==> config.mk <==
export PLATFORM = sky130hd
export DESIGN_NAME = tps_queue
export DESIGN_NICKNAME = d
export VERILOG_FILES = /design/src/hw/rtl/tps_pkg.sv /design/src/hw/rtl/tps_queue.sv
export SDC_FILE = /design/constraint.sdc
export NUM_CORES = 1
export LEC_CHECK = 0
export ABC_AREA = 1
export CAP_MARGIN = 20
export CORE_MARGIN = 2
export CORE_UTILIZATION = 45
export CTS_BUF_LIST = sky130_fd_sc_hd__clkbuf_4
export DETAILED_ROUTE_END_ITERATION = 7
export DONT_BUFFER_PORTS = 1
export PLACE_DENSITY_LB_ADDON = 0.3
export SLEW_MARGIN = 15
export SYNTH_ARGS = -nofsm -noshare
export SYNTH_HDL_FRONTEND = slang
export SYNTH_SLANG_ARGS = --single-unit
==> constraint.sdc <==
create_clock -name i_clk -period 1.8 [get_ports i_clk]
set_input_delay 0.18 -clock i_clk [delete_from_list [all_inputs] [get_ports i_clk]]
set_output_delay 0.18 -clock i_clk [all_outputs]
set_load 0.005 [all_outputs]
==> src/hw/rtl/tps_pkg.sv <==
// Shared constants for the triangle plane slicer.
package tps_pkg;

    localparam int COORD_WIDTH_DEF = 32;
    localparam int FRAC_BITS_DEF   = 16;
    localparam int QUEUE_DEPTH_DEF = 4;

    localparam int APB_ADDR_W = 3;
    localparam int APB_DATA_W = 32;

    // Byte address of the slice height register
    localparam logic [APB_ADDR_W-1:0] ADDR_SLICE_HEIGHT = 3'd0;

endpackage

==> src/hw/rtl/tps_queue.sv <==
// Small flop queue between the front and back ends.
module tps_queue #(
    parameter int WIDTH = 8,
    parameter int DEPTH = tps_pkg::QUEUE_DEPTH_DEF
) (
    input  logic             i_clk,
    input  logic             i_rst_n,
    input  logic             i_push_valid,
    output logic             o_push_ready,
    input  logic [WIDTH-1:0] i_push_data,
    output logic             o_pop_valid,
    input  logic             i_pop_ready,
    output logic [WIDTH-1:0] o_pop_data
);
    import tps_pkg::*;

    localparam int AW = (DEPTH > 1) ? $clog2(DEPTH) : 1;

    logic [WIDTH-1:0] r_mem [DEPTH];
    logic [AW-1:0]    r_wr, r_rd;
    logic [AW:0]      r_cnt;
    logic             push, pop;

    assign o_push_ready = r_cnt != (AW+1)'(DEPTH);
    assign o_pop_valid  = r_cnt != '0;
    assign o_pop_data   = r_mem[r_rd];
    assign push         = i_push_valid & o_push_ready;
    assign pop          = o_pop_valid & i_pop_ready;

    always_ff @(posedge i_clk) begin
        if (!i_rst_n) begin
            r_wr  <= '0;
            r_rd  <= '0;
            r_cnt <= '0;
        end else begin
            if (push) begin
                r_wr <= (r_wr == AW'(DEPTH-1)) ? '0 : r_wr + 1'b1;
            end
            if (pop) begin
                r_rd <= (r_rd == AW'(DEPTH-1)) ? '0 : r_rd + 1'b1;
            end
            r_cnt <= r_cnt + (AW+1)'(push) - (AW+1)'(pop);
        end
    end

    always_ff @(posedge i_clk) begin
        if (push) begin
            r_mem[r_wr] <= i_push_data;
        end
    end

endmodule

==> summary.md <==
The run finished with clean final reports. Maximum number of buffers from clock root to sink: 2. The path class of the tightest hold or removal check is input port to flip-flop.

The count of nets left with antenna violations once routing finished came out at 0. Along the worst path, the maximum fanout reaches 3. Counting flops and latches in the post-synthesis netlist gives 41. Routability-driven placement finished with a final weighted congestion of 0.742.

The tools report the leakage power as 0.768 nW. Buffer and inverter count on the worst path: 2. The most area-hungry cell type in the Yosys netlist was edfxtp_1.

Summed over all layers, the global routing overflow is 0. At the worst endpoint, the required time is 2.03 ns. Fill cell instance count of the final layout: 314.

For this run, the register share of the synthesized area comes to 67.3%. Yosys attributes the largest share of cell area to edfxtp_1, dfxtp_1, nor2_1, ha_1, o21ai_0. Fraction of final layout cells with drive strength greater than 1: 19.2%.

The initial utilization of the core area, before any placement, comes to 46.7%. The floorplan step set the die width to 65.4 um. The number of failing hold endpoints at the final stage was 0; the die area was 4280 sq um. The multi-input combinational cells in the finished layout cover a total of 483 sq um.

Buffers inserted during clock tree synthesis total 5. The net count after synthesis was 159; the critical path's largest stage delay was 0.52 ns. The largest individual stage delay along the critical path comes from the cell fa_2. The die outline height was 65.4 um. The tools report the routing usage on met2 as 26.8%. The tools report the root buffer selected by CTS as clkbuf_4.

Area taken by flip-flops and latches: 1150 sq um. Most common library cell in the layout ignoring fill and taps: edfxtp_1. Across the VDD grid, the largest voltage drop is 0.729 mV. The area share of the largest cell type after synthesis works out to 56.6%. In the synthesized netlist, the number of instances is 139.

At the later pin of the worst-skew pair, clock insertion delay measures 0.33 ns. Synthesis-to-layout area growth: 19.3%. The most crowded layer after global routing was met2.

During placement, the flow inserted port buffers numbering 0. Summed over all nets, the half-perimeter wirelength after detailed placement is 1920 um. Signal arrival time at the worst endpoint: 2.00 ns. In the final timing run, aggregate negative setup slack is 0 ns. Row generation in the floorplan step produced 22 rows. In the routed layout, each cell is associated on average with a via count of 5.06. After synthesis, the netlist uses 23 different library cells.

The first detailed-routing pass ran for 4 iterations. In this run the cell area of the synthesized design comes to 1700 sq um. The first global-routing pass estimated 4950 um of wire.

In the routed design, unresolved DRC markers number 0. Setup violations remaining at the end of the flow were counted as 0. The overall via count from detail_route is 1088. Setup repair after global routing could not meet its margin everywhere. Pin placement for this block handled 22 I/O pins. The logs give 0.0106 ns for the worst clock skew and 186 for the total number of nets in the final design. The transition time at the pin with the least slew margin was 0.321 ns; the count of maximum capacitance violations was 0.

For this block, the routed nets add up to 2950 um of wire. The core occupancy in the finished layout was 55.7%; the post-route fraction of the period consumed by the critical path was 98.4%. The number of antenna diodes in the final layout is 0. Element type at the critical path end: a flip-flop.

Via count of the first global-routing pass: 1059. The met3 usage was 3.77%. STA classifies the critical path startpoint as a flip-flop. The total power density per cell area works out to 1310 nW/um^2.

Among cell families on the critical path, the largest total delay comes from adder cells. In the global route stage, overall resource usage came out at 15.8%. In the global route stage, met1 resource usage came out at 19.0%.

The clock period minus worst slack is 1.77 ns, and the placeable core area is 3630 sq um. The number of antenna violations at the first check in global routing was 0; the Yosys warning count was 0. In the final routed layout, each cell accounts on average for 13.7 um.

For the pin count of the biggest net entering global routing, the log shows 17. The type of the worst setup path was flip-flop to flip-flop. Static timing analysis puts the maximum clock frequency at 0.565 GHz.

Walking the worst path, the cells encountered are nor2_4 -> a21boi_2 -> ha_1 -> inv_1 -> ha_1 -> inv_1 -> fa_2 -> nor2_1. Violation count after the first detailed-routing iteration: 82. Clock-pin slew was measured on the worst setup and hold paths at 0.11 ns. In the layout the commonest cells are edfxtp_1, nor2_1, dlygate4sd3_1.

The tools report the number of pins exceeding their max-slew limit in the final report as 0. The H-tree generated during clock tree synthesis spans 2 levels. Each instance of the synthesized netlist takes up on average 12.2 sq um. TritonCTS built the clock tree. The headroom to the max-slew limit is 78.6%, and the total clock sinks is 41.
-- through the flow --
stage	instance area [sq um]	hold WS [ns]	setup slack, ns	cells	power [mW]
2_1_floorplan	1700	0.278	0.0600	139	1.83
3_3_place_gp	1790	0.279	0.0683	192	1.99
3_5_place_dp	1790	0.279	-0.0381	192	2.03
4_1_cts	2000	-0.0670	0.000629	213	2.65
5_1_grt	2020	0.0368	-0.104	215	2.85
6_report	2020	0.0389	0.0292	215	2.65
-- worst paths after layout --
path	start	endpoint	slack [ns]	cells past startpoint
worst max-delay path	r_cnt[1]	r_cnt[1]	0.03	8
worst min-delay path	i_push_valid	r_wr[1]	0.04	2
worst max register to register	r_cnt[1]	r_cnt[1]	0.03	8
worst min register to register	r_rd[0]	flip-flop	0.52	2
-- logic make-up (layout without fill, tap and decap cells) --
group           after synthesis  in the layout  share of synthesized area (%)
compound gates               26             26                           9.07
xor+xnor                      1              1                          0.516
fa+ha+maj                     8              8                           6.34
buf+inv                      16             44                           4.42
flops                        41             41                           67.3
simple gates                 47             47                           12.4
-- what timing repair did --
item | CTS | global route
pin swaps | 1 | 3
buffers inserted | 0 | 1
hold buffers | 13 | 1
resized for setup | 3 | 4
setup endpoints to repair | 1 | 4
endpoints found under the hold margin | 41 | 2
cloned | 0 | 0
-- state kept, by name, summed over array words and instances, names as in the netlist, named ones only --
| signal | cells |
|---|---|
| r_wr | 2 |
| r_rd | 2 |
| r_mem | 32 |
| r_cnt | 3 |
-- final cells by class --
class	instances	area share [%]
sequential	41	56.8
timing repair buffer	22	9.89
multi-input combinational	82	23.9
clock inverter	2	1.67
clock buffer	6	2.22
inverter	14	2.60
tap	48	2.97
-- routing by layer --
| metal | vias to the layer above | routed length, um |
|---|---|---|
| met3 | 5 | 119 |
| met2 | 24 | 1550 |
| met4 | 0 | 46 |
| met5 | - | 0 |
| li1 | 531 | - |
| met1 | 528 | 1230 |
-- synthesized netlist by cell type, drive strengths merged --
library cell   n
edfxtp        32
nor2          32
o21ai         16
inv           14
nand2         11
dfxtp          9
o22ai          8
ha             7
buf            2
nand3b         2
a21boi         1
a21oi          1
fa             1
nand3          1
or2            1
xnor2          1
-- report_power, final --
group          switching [mW]  internal, mW  total, mW
sequential              0.109          1.19       1.30
combinational           0.459         0.325      0.783
clock                   0.269         0.304      0.574
total                   0.837          1.82       2.65
(Power assumes the default switching activity.)
