### src/hw/rtl/tps_pkg.sv
// Shared constants for the triangle plane slicer.
package tps_pkg;

    localparam int COORD_WIDTH_DEF = 32;
    localparam int FRAC_BITS_DEF   = 16;
    localparam int QUEUE_DEPTH_DEF = 4;

    localparam int APB_ADDR_W = 3;
    localparam int APB_DATA_W = 32;

    // Byte address of the slice height register
    localparam logic [APB_ADDR_W-1:0] ADDR_SLICE_HEIGHT = 3'd0;

endpackage

### src/hw/rtl/tps_front.sv
// Front end: register a triangle, classify it against the plane, set up both crossing edges.
module tps_front #(
    parameter int COORD_WIDTH = tps_pkg::COORD_WIDTH_DEF
) (
    input  logic                      i_clk,
    input  logic                      i_rst_n,
    input  logic [COORD_WIDTH-1:0]    i_height,
    input  logic                      i_s_valid,
    output logic                      o_s_ready,
    input  logic [9*COORD_WIDTH-1:0]  i_s_data,
    output logic                      o_q_valid,
    input  logic                      i_q_ready,
    output logic [12*COORD_WIDTH+11:0] o_q_data
);
    import tps_pkg::*;

    localparam int W = COORD_WIDTH;

    typedef struct packed {
        logic [W-1:0] ax;
        logic [W-1:0] ay;
        logic [W:0]   dxa;
        logic [W:0]   dya;
        logic         xinc;
        logic         yinc;
        logic [W:0]   num;
        logic [W:0]   den;
    } t_edge;

    logic             r_fv;
    logic [9*W-1:0]   r_tri;
    logic [W-1:0]     vx [3];
    logic [W-1:0]     vy [3];
    logic [W-1:0]     vz [3];
    logic [2:0]       below;
    logic [2:0]       above;
    logic             hit;
    t_edge            e12, e13, e23, e_first, e_second;

    function automatic logic [W:0] abs_diff(input logic [W-1:0] p, input logic [W-1:0] q);
        logic [W:0] d;
        d = {p[W-1], p} - {q[W-1], q};
        return d[W] ? (~d + 1'b1) : d;
    endfunction

    function automatic t_edge mk_edge(input logic [W-1:0] ax, input logic [W-1:0] ay,
                                      input logic [W-1:0] az, input logic [W-1:0] bx,
                                      input logic [W-1:0] by, input logic [W-1:0] bz,
                                      input logic [W-1:0] h);
        t_edge e;
        e.ax   = ax;
        e.ay   = ay;
        e.dxa  = abs_diff(ax, bx);
        e.dya  = abs_diff(ay, by);
        e.xinc = $signed(ax) < $signed(bx);
        e.yinc = $signed(ay) < $signed(by);
        e.num  = abs_diff(az, h);
        e.den  = abs_diff(az, bz);
        return e;
    endfunction

    always_comb begin
        for (int k = 0; k < 3; k++) begin
            vx[k]    = r_tri[(3*k)*W +: W];
            vy[k]    = r_tri[(3*k+1)*W +: W];
            vz[k]    = r_tri[(3*k+2)*W +: W];
            below[k] = $signed(vz[k]) < $signed(i_height);
            above[k] = $signed(vz[k]) > $signed(i_height);
        end
    end

    assign hit = (|below) & (|above);

    always_comb begin
        e12 = mk_edge(vx[0], vy[0], vz[0], vx[1], vy[1], vz[1], i_height);
        e13 = mk_edge(vx[0], vy[0], vz[0], vx[2], vy[2], vz[2], i_height);
        e23 = mk_edge(vx[1], vy[1], vz[1], vx[2], vy[2], vz[2], i_height);
        if (below[0] != below[1]) begin
            e_first  = e12;
            e_second = (below[0] != below[2]) ? e13 : e23;
        end else begin
            e_first  = e13;
            e_second = e23;
        end
    end

    assign o_q_valid = r_fv & hit;
    assign o_q_data  = {e_second, e_first};
    // drop a miss at once, hold a hit until the queue takes it
    assign o_s_ready = !r_fv || !hit || i_q_ready;

    always_ff @(posedge i_clk) begin
        if (!i_rst_n) begin
            r_fv <= 1'b0;
        end else if (o_s_ready) begin
            r_fv <= i_s_valid;
        end
    end

    always_ff @(posedge i_clk) begin
        if (o_s_ready && i_s_valid) begin
            r_tri <= i_s_data;
        end
    end

endmodule

### config.mk
export PLATFORM = sky130hd
export DESIGN_NAME = tps_front
export DESIGN_NICKNAME = d
export VERILOG_FILES = /design/src/hw/rtl/tps_pkg.sv /design/src/hw/rtl/tps_front.sv
export SDC_FILE = /design/constraint.sdc
export NUM_CORES = 2
export LEC_CHECK = 0
export BUFFER_PORTS_ARGS = -buffer_cell sky130_fd_sc_hd__buf_2
export CORE_MARGIN = 4
export CORE_UTILIZATION = 40
export CTS_BUF_LIST = sky130_fd_sc_hd__clkbuf_8 sky130_fd_sc_hd__clkbuf_16
export DETAILED_ROUTE_END_ITERATION = 10
export PLACE_DENSITY = 0.71
export SYNTH_ARGS = -nofsm -noshare
export SYNTH_HDL_FRONTEND = slang
export SYNTH_SLANG_ARGS = --single-unit
### constraint.sdc
create_clock -name i_clk -period 32.2 [get_ports i_clk]
set_clock_uncertainty 0.1 [all_clocks]
set_input_delay 3.22 -clock i_clk [delete_from_list [all_inputs] [get_ports i_clk]]
set_output_delay 3.22 -clock i_clk [all_outputs]
set_load 0.01 [all_outputs]
==> summary.md <==
| Metric | Value |
|---|---|
| Via count | `45,400` |
| Top cell type's share of synthesized area | `20.2%` |
| Commonest non-fill, non-tap cell in the layout | `buf_2` |
| Final Util | `45.7%` |
| Vias in the first global route | `41,600` |
| 1st-pass router iterations | `6` |
| Pin count of the biggest net entering global routing | `93` |
| Power Density | `53.8 nW/um2` |
| Total chip power | `2.60 mW` |
| Routed len/inst | `24.5 um` |
| Syn. warnings | `0` |
| Setup TNS | `0 ps` |
| Resized Gates After CTS | `0` |
| XOR/XNOR Fraction of Synth Area | `11.1%` |
| Critical path arrival | `8470 ps` |
| Port bufs | `721` |
| Reg2reg end | `r_tri[108]` |
| Pre-CTS WS | `20,560 ps` |
| Fin. Hold Viols | `0` |
| Worst Hold Class | `reg2reg` |
| Post-Place Cell Area | `47,200 um2` |
| Met2 Use GR | `47.7%` |
| Fin crit share | `36.6%` |
| Avg Inst Size Synth | `7.82 um2` |
| Post-Route WL | `182,000 um` |
| Worst R2R Setup Slack | `25,420 ps` |
| Die footprint | `112,000 um2` |
| GR Util met1 | `41.4%` |
| Clock sink count | `289` |
| Register bit total from synthesis | `289` |
| Cts hold-fix bufs | `0` |
| CTS root buf | `clkbuf_16` |
| CTS Buf Count | `37` |
| WP buf/inv | `5` |
| Synth Instances | `5,465` |
| Crit Path Category | `in2out` |
| Lkg Pwr | `21.1 nW` |
| Status | `completed` |
| GPL Wtd Cong | `1.00` |
| Seq/Total Area, Yosys | `20.3%` |
| Top FF cell, synth | `edfxtp_1` |
| Max-cap violations | `0` |
| Syn_nets | `6,202` |
| CTS tree | `built` |
| Hpwl dp | `153,000 um` |
| Routed Antenna Nets | `0` |
| Layout cells sized above 1 | `15.4%` |
| Final setup violation count | `0` |
| Setup Buffers After CTS | `0` |
| Post-route minimum period | `11,790 ps` |
| Initial Util | `40.4%` |
| Post-synth top area cell | `edfxtp_1` |
| Critical Path, Cell by Cell | `buf_2 -> inv_1 -> ha_1 -> nand4_1 -> or3_1 -> a21oi_1 -> nand4bb_1 -> a31oi_1 -> or3_1 -> a31oi_1 -> ha_4 -> buf_4 -> buf_4 -> o31a_1 -> a21oi_1 -> buf_2` |
| Startpoint types | `primary input` |
| Final net count | `6,725` |
| Fin cells | `7,407` |
| Grt ovf | `0` |
| Post-synthesis instance area | `42,700 um2` |
| VDD IR max | `45.1 uV` |
| CP endpoint | `o_q_data[98]` |
| H-Tree Depth | `2` |
| CP max FO | `70` |
| Top delay family on crit path | `buffers and inverters` |
| Hold slack final | `817 ps` |
| Slew Limit Fails | `0` |
| GRT Resource Usage Total | `30.4%` |
| Post-Synth Adder-Cell Area | `12.3%` |
| Synth cell types | `99` |
| Iter 0 DRT Violations | `4,728` |
| Largest family of logic cells by synthesized area | `compound AO/OA/AOI/OAI gates` |
| # DRC | `0` |
| Clock Latency Late Sink | `590 ps` |
| CTS Buffer Depth | `3` |
| Die Y | `335 um` |
| Cells after DPL | `7,340` |
| Fraction of registers with async set/reset | `0%` |
| CP max stage cell | `buf_4` |
| Commonest non-fill, non-tap cells in the layout | `buf_2 (721), a21oi_1 (499), nand2_1 (422)` |
| CP Launch Point | `i_height[15]` |
| I/O pins | `722` |
| Final instance area | `48,300 um2` |
| Max Clk Rate | `84.8 MHz` |
| Fill count | `10,700` |
| Slew @ Worst Pin | `1450 ps` |
| Die Wd | `335 um` |
| P&R area growth vs syn | `13.0%` |
| CP peak stage delay | `850 ps` |
| RSZ-0062 raised after global routing | `no` |
| Post-synthesis mux area share | `4.38%` |
| Register-to-Register Path Depth | `17` |
| Simple-gate portion of the synthesized area | `19.8%` |
| Initial antenna violation count | `9` |
| Compound-Gate Fraction of Synth Area | `26.2%` |
| Area contributors post-synth | `edfxtp_1 (20%), ha_1 (12%), xnor2_1 (6.1%)` |
| Worst setup margin | `20,410 ps` |
| Met3 Track Usage GR | `5.48%` |
| Critical path depth | `16` |
| Relative slew slack | `3.28%` |
| Post-synth EDFFs | `288` |
| First-pass GRT wire length | `263,000 um` |
| FP Rows | `119` |
| Layer carrying the most global-route usage | `met2` |
| Clock-pin slew on the worst setup and hold paths | `50 ps` |
| CP Capture Type | `primary output` |
| WP data required | `28,880 ps` |
| Vias per cell | `6.13` |
| RR Startpoint | `r_tri[175]` |
| Core area | `106,000 um2` |
==> worst min-delay path: stages, from the launching register on <==
cell     delay [ps]
dfxtp_1         320
o21ai_0          90
a31oi_1          90
nor2b_1         200
o21a_1          170
==> registers in the layout, summed over array words and instances (netlist names) <==
| register | count |
|---|---|
| r_fv | 1 |
| r_tri | 288 |
==> kinds of logic (layout without fill, tap and decap cells) <==
logic type	after synthesis	in the layout
muxes	184	184
other	0	2
adders and majority gates	413	413
buffers and inverters	609	1158
and+or+nand+nor	1688	1688
DFF	289	289
xor gates and xnor gates	542	542
AOI/OAI and AO/OA	1740	1740
==> cell type report <==
class                      instances  area (um2)  share of cell area (%)
antenna                            2        5.00                  0.0104
clock buffer                      38         940                    1.95
clock inverter                    27         185                   0.384
inverter                         337        1260                    2.62
multi-input combinational       4567       31600                    65.5
sequential                       289        8670                    18.0
tap                             1391        1740                    3.60
timing repair buffer             756        3870                    8.02
==> synth_stat cells, drive strengths merged, types with 22 or more instances <==
master,count
a21oi,503
nand2,423
nor2,408
ha,402
o21ai,390
inv,337
xnor2,297
edfxtp,288
xor2,245
clkbuf,185
mux2i,160
a21o,148
nor3,135
nand3,121
buf,87
nand4,83
a31oi,76
a211oi,74
o31ai,73
o21a,70
o211ai,67
and2,64
or3,63
nor2b,60
and3,58
nand2b,56
nor4,51
or2,39
o21bai,34
or4,32
a21boi,24
mux2,24
nor3b,22
==> layer usage <==
layer  wire length (um)  part of all wire, %
met4               8250                  4.5
met3              15600                  8.6
met1              78200                   43
met2              79500                   44
met5                 43                0.024
==> report_power, final <==
group / switching, mW / internal (mW) / leakage, nW
Sequential: 0.0321 / 0.447 / 2.80
Combinational: 1.10 / 0.611 / 17.8
Clock: 0.174 / 0.227 / 0.575
Total: 1.31 / 1.28 / 21.1
==> how the worst min path moves through the flow <==
| stage | from | end | slack, ps | depth (start not counted) |
|---|---|---|---|---|
| 6_report | r_fv | r_fv | 820 | 4 |
| 2_1_floorplan | r_fv | r_fv | 650 | 4 |
| 3_5_place_dp | r_fv | r_fv | 810 | 4 |
| 4_1_cts | r_fv | r_fv | 810 | 4 |
| 3_3_place_gp | r_fv | r_fv | 790 | 4 |
| 5_1_grt | r_fv | r_fv | 860 | 4 |
No activity file was read; power rests on OpenSTA's default activity.
